### src/rtl/ltarb_pkg.sv
// ----------------------------------------------------------------------------
// ltarb_pkg
// types, codes and constants shared by the lottery ticket arbiter modules
// ----------------------------------------------------------------------------
package ltarb_pkg;

    localparam int LTARB_QUEUE_DEPTH = 16;
    localparam int LTARB_TICKET_MAX  = 255;

    localparam int ID_W     = 8;
    localparam int TICKET_W = 8;
    localparam int RAND_W   = 31;
    localparam int OP_W     = 2;
    localparam int STATUS_W = 2;

    typedef enum logic [OP_W-1:0] {
        OP_ADD       = 2'd0,
        OP_DRAW      = 2'd1,
        OP_SET_READY = 2'd2
    } op_e_t;

    typedef enum logic [STATUS_W-1:0] {
        STAT_OK         = 2'd0,
        STAT_FULL       = 2'd1,
        STAT_NO_TICKETS = 2'd2,
        STAT_NOT_FOUND  = 2'd3
    } status_e_t;

    typedef enum logic [3:0] {
        S_IDLE,
        S_DISPATCH,
        S_SUM,
        S_CHECK,
        S_DIV,
        S_FIND,
        S_SHIFT,
        S_SRCH,
        S_RESP
    } fsm_state_t;

    typedef struct packed {
        logic [OP_W-1:0]     op;
        logic [ID_W-1:0]     requester_id;
        logic [TICKET_W-1:0] ticket_count;
        logic                ready_flag;
        logic [RAND_W-1:0]   random_value;
    } in_item_t;

    typedef struct packed {
        logic                winner_valid;
        logic [ID_W-1:0]     winner_id;
        logic [STATUS_W-1:0] status;
    } out_item_t;

    typedef struct packed {
        logic [ID_W-1:0]     id;
        logic [TICKET_W-1:0] tickets;
        logic                ready;
    } entry_t;

    typedef struct packed {
        logic      req_load;
        logic      add_wr;
        logic      walk_init;
        logic      walk;
        logic      shift_init;
        logic      shift_wr;
        logic      srch_wr;
        logic      pop;
        logic      div_start;
        logic      res_load;
        logic      res_win;
        status_e_t res_code;
        logic      out_load;
    } ctrl_cmd_t;

    typedef struct packed {
        logic [OP_W-1:0] op;
        logic            full;
        logic            empty;
        logic            last_proc;
        logic            sum_zero;
        logic            div_done;
        logic            find_hit;
        logic            srch_hit;
        logic            shift_done;
    } dp_stat_t;

endpackage

### src/rtl/ltarb_mod.sv
// ----------------------------------------------------------------------------
// ltarb_mod
// bit-serial restoring remainder unit, one dividend bit per cycle
// ----------------------------------------------------------------------------
module ltarb_mod #(
    parameter int DIVISOR_W = 16
) (
    input  logic                         aclk,
    input  logic                         aresetn,
    input  logic                         start,
    input  logic [ltarb_pkg::RAND_W-1:0] dividend,
    input  logic [DIVISOR_W-1:0]         divisor,
    output logic                         done,
    output logic [DIVISOR_W-1:0]         rem
);
    import ltarb_pkg::*;

    localparam int STEP_W = $clog2(RAND_W + 1);

    logic                 busy_reg;
    logic                 done_reg;
    logic [STEP_W-1:0]    step_reg;
    logic [RAND_W-1:0]    dvd_reg;
    logic [DIVISOR_W-1:0] dsr_reg;
    logic [DIVISOR_W-1:0] rem_reg;
    logic [DIVISOR_W:0]   shifted;
    logic [DIVISOR_W:0]   diff;
    logic [DIVISOR_W-1:0] rem_next;

    always_comb begin
        shifted  = {rem_reg, dvd_reg[RAND_W-1]};
        diff     = shifted - {1'b0, dsr_reg};
        rem_next = (shifted >= {1'b0, dsr_reg}) ? diff[DIVISOR_W-1:0]
                                                : shifted[DIVISOR_W-1:0];
    end

    always_ff @(posedge aclk) begin
        if (!aresetn) begin
            busy_reg <= 1'b0;
            done_reg <= 1'b0;
            step_reg <= '0;
        end else if (start) begin
            busy_reg <= 1'b1;
            done_reg <= 1'b0;
            step_reg <= '0;
        end else if (busy_reg) begin
            step_reg <= step_reg + STEP_W'(1);
            if (step_reg == STEP_W'(RAND_W - 1)) begin
                busy_reg <= 1'b0;
                done_reg <= 1'b1;
            end
        end
    end

    always_ff @(posedge aclk) begin
        if (start) begin
            dvd_reg <= dividend;
            dsr_reg <= divisor;
            rem_reg <= '0;
        end else if (busy_reg) begin
            dvd_reg <= {dvd_reg[RAND_W-2:0], 1'b0};
            rem_reg <= rem_next;
        end
    end

    assign done = done_reg;
    assign rem  = rem_reg;

endmodule

### src/rtl/ltarb_dp.sv
// ----------------------------------------------------------------------------
// ltarb_dp
// queue memory, walk pointer, ticket accumulator, remainder unit and
// result registers
// ----------------------------------------------------------------------------
module ltarb_dp #(
    parameter int QUEUE_DEPTH = ltarb_pkg::LTARB_QUEUE_DEPTH,
    parameter int TICKET_MAX  = ltarb_pkg::LTARB_TICKET_MAX
) (
    input  logic                 aclk,
    input  logic                 aresetn,
    input  ltarb_pkg::in_item_t  s_data,
    input  ltarb_pkg::ctrl_cmd_t cmd,
    output ltarb_pkg::dp_stat_t  stat,
    output ltarb_pkg::out_item_t m_data
);
    import ltarb_pkg::*;

    localparam int CNT_W = $clog2(QUEUE_DEPTH + 1);
    localparam int IDX_W = $clog2(QUEUE_DEPTH);
    localparam int SUM_W = $clog2(QUEUE_DEPTH * ((1 << TICKET_W) - 1) + 1);

    entry_t mem [QUEUE_DEPTH];

    in_item_t   req_reg;
    logic [CNT_W-1:0] count_reg;
    logic [CNT_W-1:0] idx_reg;
    logic             rd_vld_reg;
    logic [IDX_W-1:0] rd_idx_reg;
    entry_t           rd_data_reg;
    logic [SUM_W-1:0] acc_reg;
    logic [SUM_W-1:0] tgt_reg;
    out_item_t        res_reg;
    out_item_t        out_reg;

    logic             issue;
    logic [SUM_W-1:0] run;
    logic [SUM_W-1:0] rem;
    logic             div_done;
    logic             wr_en;
    logic [IDX_W-1:0] wr_addr;
    entry_t           wr_data;
    logic [TICKET_W-1:0] tickets_sat;

    ltarb_mod #(
        .DIVISOR_W (SUM_W)
    ) u_mod (
        .aclk     (aclk),
        .aresetn  (aresetn),
        .start    (cmd.div_start),
        .dividend (req_reg.random_value),
        .divisor  (acc_reg),
        .done     (div_done),
        .rem      (rem)
    );

    always_comb begin
        issue = cmd.walk && (idx_reg < count_reg);
        run   = acc_reg + (rd_data_reg.ready ? SUM_W'(rd_data_reg.tickets) : SUM_W'(0));
        tickets_sat = ({9'd0, req_reg.ticket_count} > 17'(TICKET_MAX))
                    ? TICKET_W'(TICKET_MAX) : req_reg.ticket_count;

        stat.op         = req_reg.op;
        stat.full       = (count_reg == CNT_W'(QUEUE_DEPTH));
        stat.empty      = (count_reg == '0);
        stat.last_proc  = rd_vld_reg && (CNT_W'(rd_idx_reg) == count_reg - CNT_W'(1));
        stat.sum_zero   = (acc_reg == '0);
        stat.div_done   = div_done;
        stat.find_hit   = rd_vld_reg && rd_data_reg.ready && (run >= tgt_reg);
        stat.srch_hit   = rd_vld_reg && (rd_data_reg.id == req_reg.requester_id);
        stat.shift_done = (idx_reg >= count_reg) && !rd_vld_reg;

        wr_en   = 1'b0;
        wr_addr = rd_idx_reg;
        wr_data = rd_data_reg;
        if (cmd.add_wr) begin
            wr_en   = 1'b1;
            wr_addr = count_reg[IDX_W-1:0];
            wr_data = '{id: req_reg.requester_id, tickets: tickets_sat,
                        ready: req_reg.ready_flag};
        end else if (cmd.shift_wr && rd_vld_reg) begin
            wr_en   = 1'b1;
            wr_addr = rd_idx_reg - IDX_W'(1);
        end else if (cmd.srch_wr) begin
            wr_en         = 1'b1;
            wr_data.ready = req_reg.ready_flag;
        end
    end

    always_ff @(posedge aclk) begin
        if (wr_en) begin
            mem[wr_addr] <= wr_data;
        end
        if (issue) begin
            rd_data_reg <= mem[idx_reg[IDX_W-1:0]];
            rd_idx_reg  <= idx_reg[IDX_W-1:0];
        end
    end

    always_ff @(posedge aclk) begin
        if (!aresetn) begin
            count_reg  <= '0;
            idx_reg    <= '0;
            rd_vld_reg <= 1'b0;
        end else begin
            if (cmd.walk_init) begin
                idx_reg    <= '0;
                rd_vld_reg <= 1'b0;
            end else if (cmd.shift_init) begin
                idx_reg    <= CNT_W'(rd_idx_reg) + CNT_W'(1);
                rd_vld_reg <= 1'b0;
            end else begin
                if (issue) begin
                    idx_reg <= idx_reg + CNT_W'(1);
                end
                rd_vld_reg <= issue;
            end
            if (cmd.add_wr) begin
                count_reg <= count_reg + CNT_W'(1);
            end else if (cmd.pop) begin
                count_reg <= count_reg - CNT_W'(1);
            end
        end
    end

    always_ff @(posedge aclk) begin
        if (cmd.req_load) begin
            req_reg <= s_data;
        end
        if (cmd.walk_init) begin
            acc_reg <= '0;
            tgt_reg <= rem + SUM_W'(1);
        end else if (cmd.walk && rd_vld_reg) begin
            acc_reg <= run;
        end
        if (cmd.res_load) begin
            res_reg.winner_valid <= cmd.res_win;
            res_reg.winner_id    <= cmd.res_win ? rd_data_reg.id : ID_W'(0);
            res_reg.status       <= cmd.res_code;
        end
        if (cmd.out_load) begin
            out_reg <= res_reg;
        end
    end

    assign m_data = out_reg;

endmodule

### src/rtl/ltarb_ctrl.sv
// ----------------------------------------------------------------------------
// ltarb_ctrl
// sequencer for add, draw and set-ready, plus the handshakes
// ----------------------------------------------------------------------------
module ltarb_ctrl (
    input  logic                 aclk,
    input  logic                 aresetn,
    input  logic                 s_valid,
    output logic                 s_ready,
    output logic                 m_valid,
    input  logic                 m_ready,
    input  ltarb_pkg::dp_stat_t  stat,
    output ltarb_pkg::ctrl_cmd_t cmd
);
    import ltarb_pkg::*;

    fsm_state_t state_reg;
    fsm_state_t state_next;
    logic       m_valid_reg;
    logic       m_valid_next;

    always_ff @(posedge aclk) begin
        if (!aresetn) begin
            state_reg   <= S_IDLE;
            m_valid_reg <= 1'b0;
        end else begin
            state_reg   <= state_next;
            m_valid_reg <= m_valid_next;
        end
    end

    always_comb begin
        state_next   = state_reg;
        cmd          = '0;
        cmd.res_code = STAT_OK;
        unique case (state_reg)
            S_IDLE: begin
                cmd.req_load = s_valid;
                if (s_valid) begin
                    state_next = S_DISPATCH;
                end
            end
            S_DISPATCH: begin
                cmd.res_load = 1'b1;
                state_next   = S_RESP;
                unique case (stat.op)
                    OP_ADD: begin
                        if (stat.full) begin
                            cmd.res_code = STAT_FULL;
                        end else begin
                            cmd.add_wr = 1'b1;
                        end
                    end
                    OP_DRAW: begin
                        if (stat.empty) begin
                            cmd.res_code = STAT_NO_TICKETS;
                        end else begin
                            cmd.res_load  = 1'b0;
                            cmd.walk_init = 1'b1;
                            state_next    = S_SUM;
                        end
                    end
                    OP_SET_READY: begin
                        if (stat.empty) begin
                            cmd.res_code = STAT_NOT_FOUND;
                        end else begin
                            cmd.res_load  = 1'b0;
                            cmd.walk_init = 1'b1;
                            state_next    = S_SRCH;
                        end
                    end
                    default: begin
                        cmd.res_code = STAT_OK;
                    end
                endcase
            end
            S_SUM: begin
                cmd.walk = 1'b1;
                if (stat.last_proc) begin
                    state_next = S_CHECK;
                end
            end
            S_CHECK: begin
                if (stat.sum_zero) begin
                    cmd.res_load = 1'b1;
                    cmd.res_code = STAT_NO_TICKETS;
                    state_next   = S_RESP;
                end else begin
                    cmd.div_start = 1'b1;
                    state_next    = S_DIV;
                end
            end
            S_DIV: begin
                if (stat.div_done) begin
                    cmd.walk_init = 1'b1;
                    state_next    = S_FIND;
                end
            end
            S_FIND: begin
                cmd.walk = 1'b1;
                if (stat.find_hit) begin
                    cmd.shift_init = 1'b1;
                    cmd.res_load   = 1'b1;
                    cmd.res_win    = 1'b1;
                    state_next     = S_SHIFT;
                end else if (stat.last_proc) begin
                    cmd.res_load = 1'b1;
                    cmd.res_code = STAT_NO_TICKETS;
                    state_next   = S_RESP;
                end
            end
            S_SHIFT: begin
                cmd.walk     = 1'b1;
                cmd.shift_wr = 1'b1;
                if (stat.shift_done) begin
                    cmd.pop    = 1'b1;
                    state_next = S_RESP;
                end
            end
            S_SRCH: begin
                cmd.walk = 1'b1;
                if (stat.srch_hit) begin
                    cmd.srch_wr  = 1'b1;
                    cmd.res_load = 1'b1;
                    state_next   = S_RESP;
                end else if (stat.last_proc) begin
                    cmd.res_load = 1'b1;
                    cmd.res_code = STAT_NOT_FOUND;
                    state_next   = S_RESP;
                end
            end
            S_RESP: begin
                if (!m_valid_reg || m_ready) begin
                    cmd.out_load = 1'b1;
                    state_next   = S_IDLE;
                end
            end
            default: begin
                state_next = S_IDLE;
            end
        endcase
        m_valid_next = cmd.out_load || (m_valid_reg && !m_ready);
    end

    assign s_ready = (state_reg == S_IDLE);
    assign m_valid = m_valid_reg;

endmodule

### src/rtl/lottery_ticket_arbiter.sv
// ----------------------------------------------------------------------------
// lottery_ticket_arbiter
// ordered requester queue with ticket-weighted draw and removal of the winner
// ----------------------------------------------------------------------------
//  channel | direction | handshake          | payload
//  s_      | in        | s_valid / s_ready  | ltarb_pkg::in_item_t
//  m_      | out       | m_valid / m_ready  | ltarb_pkg::out_item_t
//
//  one transaction at a time; set-ready walks the queue for the id, draw
//  sums ready tickets in one walk over the single queue read port, runs a
//  bit-serial remainder step, then finds the winner and shifts the tail down
//  in two more walks; aresetn empties the queue at once, no clearing pass
//  a finished result waits in the output register while the next
//  transaction is taken; a new result waits for that register to drain
// ----------------------------------------------------------------------------
module lottery_ticket_arbiter #(
    parameter int QUEUE_DEPTH = ltarb_pkg::LTARB_QUEUE_DEPTH,
    parameter int TICKET_MAX  = ltarb_pkg::LTARB_TICKET_MAX
) (
    input  logic                 aclk,
    input  logic                 aresetn,
    input  logic                 s_valid,
    output logic                 s_ready,
    input  ltarb_pkg::in_item_t  s_data,
    output logic                 m_valid,
    input  logic                 m_ready,
    output ltarb_pkg::out_item_t m_data
);
    import ltarb_pkg::*;

    ctrl_cmd_t cmd;
    dp_stat_t  stat;

    ltarb_ctrl u_ctrl (
        .aclk    (aclk),
        .aresetn (aresetn),
        .s_valid (s_valid),
        .s_ready (s_ready),
        .m_valid (m_valid),
        .m_ready (m_ready),
        .stat    (stat),
        .cmd     (cmd)
    );

    ltarb_dp #(
        .QUEUE_DEPTH (QUEUE_DEPTH),
        .TICKET_MAX  (TICKET_MAX)
    ) u_dp (
        .aclk    (aclk),
        .aresetn (aresetn),
        .s_data  (s_data),
        .cmd     (cmd),
        .stat    (stat),
        .m_data  (m_data)
    );

endmodule

### config.mk
export PLATFORM = sky130hd
export DESIGN_NAME = lottery_ticket_arbiter
export DESIGN_NICKNAME = d
export VERILOG_FILES = /design/src/rtl/ltarb_pkg.sv /design/src/rtl/ltarb_mod.sv /design/src/rtl/ltarb_dp.sv /design/src/rtl/ltarb_ctrl.sv /design/src/rtl/lottery_ticket_arbiter.sv
export SDC_FILE = /design/constraint.sdc
export NUM_CORES = 1
export LEC_CHECK = 0
export BUFFER_PORTS_ARGS = -buffer_cell sky130_fd_sc_hd__buf_2
export CAP_MARGIN = 10
export CORE_MARGIN = 10
export CORE_UTILIZATION = 50
export DETAILED_ROUTE_END_ITERATION = 16
export GPL_TIMING_DRIVEN = 0
export PLACE_DENSITY = 0.7
export SLEW_MARGIN = 20
export SYNTH_ARGS = -nofsm -noshare
export SYNTH_HDL_FRONTEND = slang
export SYNTH_SLANG_ARGS = --single-unit
### constraint.sdc
create_clock -name aclk -period 6.3 [get_ports aclk]
set_clock_uncertainty 0.1 [all_clocks]
set_input_delay 0.315 -clock aclk [delete_from_list [all_inputs] [get_ports aclk]]
set_output_delay 0.315 -clock aclk [all_outputs]
set_load 0.01 [all_outputs]
==> results of run 1 <==
stage by stage:
| stage | power [mW] | std cells | hold slack (ns) |
|---|---|---|---|
| floorplan | 4.96 | 1247 | 0.300 |
| global placement | 5.33 | 1838 | 0.304 |
| detailed placement | 5.39 | 1840 | 0.305 |
| CTS | 8.37 | 1983 | 0.113 |
| global route | 8.67 | 1984 | 0.138 |
| finish | 8.30 | 1984 | 0.143 |
layer usage:
| layer | global-route usage, % | up-vias | share of wire, % |
|---|---|---|---|
| met2 | 29.3 | 342 | 48 |
| met3 | 4.15 | 72 | 7.0 |
| met5 | 0 | - | 0 |
| met4 | 5.41 | 0 | 2.2 |
| met1 | 24.5 | 5618 | 43 |
| li1 | - | 5161 | - |
timing repair:
item                                    CTS  global route
resized for setup                         1             1
hold buffers                             52             0
pin swaps                                 0             0
endpoints found under the hold margin    54             0
setup buffers                             0             0
endpoints found under the setup margin    1             2
final timing paths:
check | endpoint | slack [ns] | depth (start not counted) | start
setup / recovery | u_dp.idx_reg[4] | 0.63 | 24 | u_dp.rd_data_reg[0]
hold reg to reg | u_dp.m_data[1] | 0.31 | 0 | u_dp.res_reg[1]
setup reg to reg | u_dp.idx_reg[4] | 0.63 | 24 | u_dp.rd_data_reg[0]
hold / removal | u_dp.req_reg[45] | 0.14 | 2 | s_valid
layout by cell type (no fill, tap or decap), drive strengths merged, types with 22 or more instances in the layout:
cell type / count
clkinv: 22
dlygate4sd3: 52
and2: 26
xnor2: 37
ha: 49
o21ai: 25
buf: 87
clkbuf: 91
mux2: 33
mux4: 85
nand2: 112
dfxtp: 47
nor2: 65
inv: 53
edfxtp: 420
a21oi: 35
nand3: 23
where the power goes:
group | switching (mW) | internal (mW)
combinational | 0.852 | 0.547
sequential | 0.162 | 3.80
clock | 1.18 | 1.76
total | 2.20 | 6.11
area by class of cell:
class	count	area share [%]
tap	525	2.82
clock inverter	33	1.67
timing repair buffer	121	3.94
sequential	467	58.2
clock buffer	58	5.41
inverter	51	0.822
buffer	51	0.908
multi-input combinational	678	26.2
worst max-delay path, stage by stage (launching register included):
cell	delay, ns
edfxtp_1	0.40
clkbuf_1	0.23
and2_1	0.20
ha_1	0.21
inv_1	0.07
fa_1	0.21
inv_1	0.05
a21o_1	0.17
a41o_1	0.28
o41ai_2	0.48
nor2_1	0.13
xor2_1	0.17
ha_1	0.28
nand2_1	0.09
o41ai_2	0.52
nand3_1	0.23
inv_1	0.27
clkbuf_1	0.39
nand2_1	0.10
o21ai_0	0.09
ha_1	0.27
nand4_1	0.13
xor2_1	0.19
mux2_2	0.26
nor2_1	0.08
cells by family after synthesis:
kind of cell / count (synthesis)
flip-flops: 467
AND/OR/NAND/NOR: 305
AO/OA/AOI/OAI: 138
multiplexers: 130
buffers and inverters: 102
XOR/XNOR: 54
adder cells (fa/ha/maj): 51
==> results.py, run 1 <==
metrics = {
    "status": {
        "status": "complete, no violations",
    },
    "placement": {
        "hpwl_um": 27600,
        "dp_slack_ns": 0.0446,
        "port_buffers": 66,
        "place_area_mm2": 0.0211,
        "place.gp.congestion": 0.862,
    },
    "final_layout": {
        "area_growth_syn_to_layout_pct": 16.9,
        "num-nets-final": 1524,
        "seq_area_mm2": 0.0136,
        "largest_register_ffs": 272,
        "antenna_cells": 0,
        "filler_cell_count": 2921,
        "drive_gt1_share_pct": 21.2,
        "fin_area_mm2": 0.0233,
        "fin_util_pct": 58.9,
        "multi_input_area_mm2": 0.00610,
    },
    "clock_network": {
        "clk_latency_ns": 0.60,
        "root_buffer": "clkbuf_16",
        "clockBufferDepth": 3,
        "cts_sinks": 467,
        "cts_tree": "built",
        "cts_max_level": 2,
        "clk_pin_slew_ns": 0.06,
        "cts_buffers": 49,
    },
    "yosys": {
        "synth_top_cell_by_area": "edfxtp_1",
        "syn_inst": 1247,
        "netlist_area_mm2": 0.0199,
        "synth_edf_count": 420,
        "ys_top_cells_by_area": "edfxtp_1, mux4_2, dfxtp_1",
        "synth.avg_cell_area_um2": 16.0,
        "yosysSeqAreaShare_pct": 68.0,
        "synthTopCellsByCount": "edfxtp_1, nand2_1, mux4_2",
        "synth.top_cell.area_share_pct": 63.3,
        "synth_xor_area_share_pct": 2.37,
        "synth_nets": 1352,
        "synth_cell_type_count": 68,
        "ys_ff_latch": 467,
        "synthMuxAreaShare_pct": 12.1,
        "synth_compound_area_share_pct": 4.80,
        "synth-adder-area-share_pct": 3.28,
        "yosysWarnings": 0,
        "synthFlopType": "edfxtp_1",
        "synth_top_family_by_area": "multiplexers",
        "synth-async-reset-ratio_pct": 0,
        "yosysMostFrequentCell": "edfxtp_1",
        "synthSimpleGateAreaFrac_pct": 7.42,
    },
    "drt": {
        "detail_route.vias_per_cell": 5.64,
        "first_pass_iters": 7,
        "drt-wirelength-per-cell_um": 21.8,
        "drc_errors": 0,
        "drt_iter0_drc": 989,
        "vias": 11200,
        "drtAntennaViolNets": 0,
        "routed_wl_um": 43300,
    },
    "floorplan": {
        "die_area_mm2": 0.0482,
        "start_util_pct": 50.4,
        "dieHeight_um": 220,
        "rows": 73,
        "dieWidth_um": 220,
        "core_area_mm2": 0.0395,
        "io_pins": 67,
    },
    "worst_setup_path": {
        "start_kind": "flop",
        "required_ns": 6.72,
        "cp_max_fo": 10,
        "cp_data_arrival_time_ns": 6.09,
        "cp-end-kind": "flop",
        "path_class": "reg2reg",
    },
    "global_route": {
        "antenna_found_initial": 0,
        "grt_usage_pct": 18.2,
        "grt_pass1_vias": 11300,
        "grt_pass1_wl_um": 67000,
        "grt_max_degree": 40,
        "grt-ovfl-total": 0,
    },
    "timing": {
        "rsz0062_at_grt": "false",
        "fmax_ghz": 0.176,
        "layout_setup_ws_ns": 0.633,
        "finalCritPeriodShare_pct": 90.0,
        "slew_violations": 0,
        "slew_headroom_pct": 25.0,
        "hold_viol": 0,
        "setup_violations": 0,
        "period_minus_slack_ns": 5.67,
        "worst_pin_slew_ns": 1.12,
        "setup_tns_ns": 0,
    },
    "run": {
        "drv_cap": 0,
    },
    "min_path": {
        "hp-class": "in2reg",
    },
    "power_and_ir_drop": {
        "p_leak_nw": 7.97,
        "ir_worst_vdd_mv": 0.196,
        "power_density_mw_per_mm2": 357,
    },
}
No activity file was read; power rests on OpenSTA's default activity.
==> inputs of run 2 (changes only) <==
--- a/config.mk
+++ b/config.mk
@@ -8,10 +8,10 @@
 export BUFFER_PORTS_ARGS = -buffer_cell sky130_fd_sc_hd__buf_2
 export CAP_MARGIN = 10
 export CORE_MARGIN = 10
-export CORE_UTILIZATION = 50
+export CORE_UTILIZATION = 30
 export DETAILED_ROUTE_END_ITERATION = 16
 export GPL_TIMING_DRIVEN = 0
-export PLACE_DENSITY = 0.7
+export PLACE_DENSITY = 0.48
 export SLEW_MARGIN = 20
 export SYNTH_ARGS = -nofsm -noshare
 export SYNTH_HDL_FRONTEND = slang
==> results.py, run 2 (synthesis results as in run 1) <==
metrics = {
    "status": {
        "status": "complete, no violations",
    },
    "global_route": {
        "grt_usage_pct": 12.5,
        "top_usage_layer": "met2",
        "grtUsageMet3_pct": 2.47,
        "grtUsageMet1_pct": 16.9,
        "grt_pass1_vias": 11600,
        "antenna_found_initial": 0,
        "grt-ovfl-total": 0,
        "grt_pass1_wl_um": 74300,
        "grt_max_degree": 34,
        "grtUsageMet2_pct": 20.2,
    },
    "floorplan": {
        "start_util_pct": 30.3,
        "dieHeight_um": 278,
        "dieWidth_um": 278,
        "io_pins": 67,
        "die_area_mm2": 0.0771,
        "rows": 94,
        "core_area_mm2": 0.0657,
    },
    "power_and_ir_drop": {
        "power_density_mw_per_mm2": 350,
        "ir_worst_vdd_mv": 0.228,
        "clkPwrFrac_pct": 35.5,
        "p_leak_nw": 8.03,
        "p_switching_mw": 2.33,
        "power_frac_seq_pct": 47.4,
        "combPwrFrac_pct": 17.1,
        "swShare_pct": 27.9,
        "intPower_mw": 6.03,
    },
    "timing": {
        "period_minus_slack_ns": 5.77,
        "worst_pin_slew_ns": 1.11,
        "slew_headroom_pct": 25.5,
        "rsz0062_at_grt": "false",
        "setup_violations": 0,
        "hold_viol": 0,
        "setup_tns_ns": 0,
        "fmax_ghz": 0.173,
        "slew_violations": 0,
        "finalCritPeriodShare_pct": 91.6,
        "layout_setup_ws_ns": 0.531,
    },
    "clock_network": {
        "cts_setup_buffers": 0,
        "clk_latency_ns": 0.63,
        "root_buffer": "clkbuf_16",
        "cts_tree": "built",
        "cts_max_level": 2,
        "clk_pin_slew_ns": 0.06,
        "clockBufferDepth": 3,
        "cts_buffers": 54,
        "cts_sinks": 467,
    },
    "min_path": {
        "hp-class": "in2reg",
        "min_from": "s_valid",
        "min_path_cells": 2,
        "hold_end": "u_dp.tickets_sat[5]",
    },
    "final_layout": {
        "most-common-layout-cells": "edfxtp_1, nand2_1, mux4_2",
        "final_common_cell": "edfxtp_1",
        "fin_cells": 2336,
        "num-nets-final": 1534,
        "antenna_cells": 0,
        "drive_gt1_share_pct": 21.5,
        "largest_register_ffs": 272,
        "filler_cell_count": 6194,
        "area_growth_syn_to_layout_pct": 19.9,
    },
    "placement": {
        "place.gp.congestion": 0.781,
        "dp_slack_ns": -0.0748,
        "dpl.cell_count": 2185,
        "hpwl_um": 32000,
        "port_buffers": 66,
    },
    "worst_setup_path": {
        "r2r-start": "u_dp.rd_data_reg[0]",
        "start_kind": "flop",
        "cp_data_arrival_time_ns": 6.21,
        "cp_max_fo": 10,
        "required_ns": 6.74,
        "r2r_end": "u_dp.idx_reg[4]",
        "worstRegToRegCells": 26,
        "ff2ff_setup_slack_ns": 0.53,
        "path_class": "reg2reg",
        "cp-end-kind": "flop",
    },
    "drt": {
        "drtAntennaViolNets": 0,
        "vias": 11300,
        "drt_iter0_drc": 844,
        "drc_errors": 0,
        "routed_wl_um": 49000,
        "detail_route.vias_per_cell": 4.83,
        "first_pass_iters": 5,
        "drt-wirelength-per-cell_um": 21.0,
    },
    "run": {
        "drv_cap": 0,
    },
}
## run 2: cell count changes in the layout (fill, tap and decap cells not counted), sizes merged
cell | previous run | this run
clkinv | 22 | 21
clkbuf | 91 | 105
bufinv | 8 | 2
buf | 87 | 92
clkinvlp | 1 | 3
inv | 53 | 52
## run 2: critical path: stages, from the launching register on
cell and delay [ns]:
edfxtp_1 0.43, clkbuf_1 0.25, and2_1 0.20, ha_1 0.21, inv_1 0.08, fa_1 0.22, inv_1 0.05, a21o_1 0.18
a41o_1 0.27, o41ai_2 0.49, nor2_1 0.15, xor2_1 0.18, ha_1 0.28, nand2_1 0.10, o21ai_0 0.25, a32oi_1 0.16
o41ai_2 0.13, nand3_1 0.23, inv_1 0.26, clkbuf_1 0.36, nand2_1 0.10, o21ai_0 0.10, ha_1 0.27, nand4_1 0.13
xor2_1 0.19, mux2_2 0.26, nor2_1 0.08
## run 2: stage by stage
step | util (%) | area, µm² | hold slack, ns | power, mW
3_3_place_gp | 32.4 | 21300 | 0.305 | 5.40
4_1_cts | 36.3 | 23900 | 0.159 | 8.48
2_1_floorplan | - | 19900 | 0.300 | 4.96
6_report | 36.3 | 23900 | 0.205 | 8.36
3_5_place_dp | 33.0 | 21700 | 0.307 | 5.45
5_1_grt | 36.3 | 23900 | 0.175 | 8.75
## run 2: timing repair
item | 4_1_cts | 5_1_grt
hold endpoints to repair | 54 | 0
gates resized for setup | 1 | 1
endpoints found under the setup margin | 1 | 2
hold buffers | 52 | 0
## run 2: layout make-up
class / count / area [µm²] / area share [%]
Clock inverter: 27 / 248 / 1.04
Timing Repair Buffer: 126 / 1060 / 4.45
Sequential cell: 467 / 13600 / 56.7
Clock buffer: 72 / 1430 / 5.98
Multi-Input combinational cell: 678 / 6110 / 25.6
Tap cell: 864 / 1080 / 4.53
Inverter: 51 / 191 / 0.801
Buffer: 51 / 214 / 0.896
## run 2: per-layer routing
metal	wire length (µm)	share of wire [%]	vias up
li1	-	-	5176
met1	22300	45	5799
met2	23300	47	226
met3	2370	4.8	71
met4	1100	2.2	0
met5	0	0	-
## run 2: power by group through the flow
stage          combinational [mW]  clock (mW)  sequential (mW)
3_3_place_gp                 1.36           0             4.04
5_1_grt                      1.59        3.17             3.99
2_1_floorplan               0.995           0             3.96
4_1_cts                      1.46        3.06             3.97
3_5_place_dp                 1.42           0             4.03
6_report                     1.43        2.97             3.96
## run 2: how the worst max path moves through the flow
stage                              from              end  slack, ns  depth (start not counted)
global placement    u_dp.rd_data_reg[0]  u_dp.idx_reg[4]      -0.03                         24
global route        u_dp.rd_data_reg[0]  u_dp.idx_reg[4]       0.04                         26
CTS                 u_dp.rd_data_reg[0]  u_dp.idx_reg[4]       0.19                         24
detailed placement  u_dp.rd_data_reg[0]  u_dp.idx_reg[4]      -0.07                         24
floorplan           u_dp.rd_data_reg[0]  u_dp.idx_reg[4]       1.42                         24
finish              u_dp.rd_data_reg[0]  u_dp.idx_reg[4]       0.53                         26
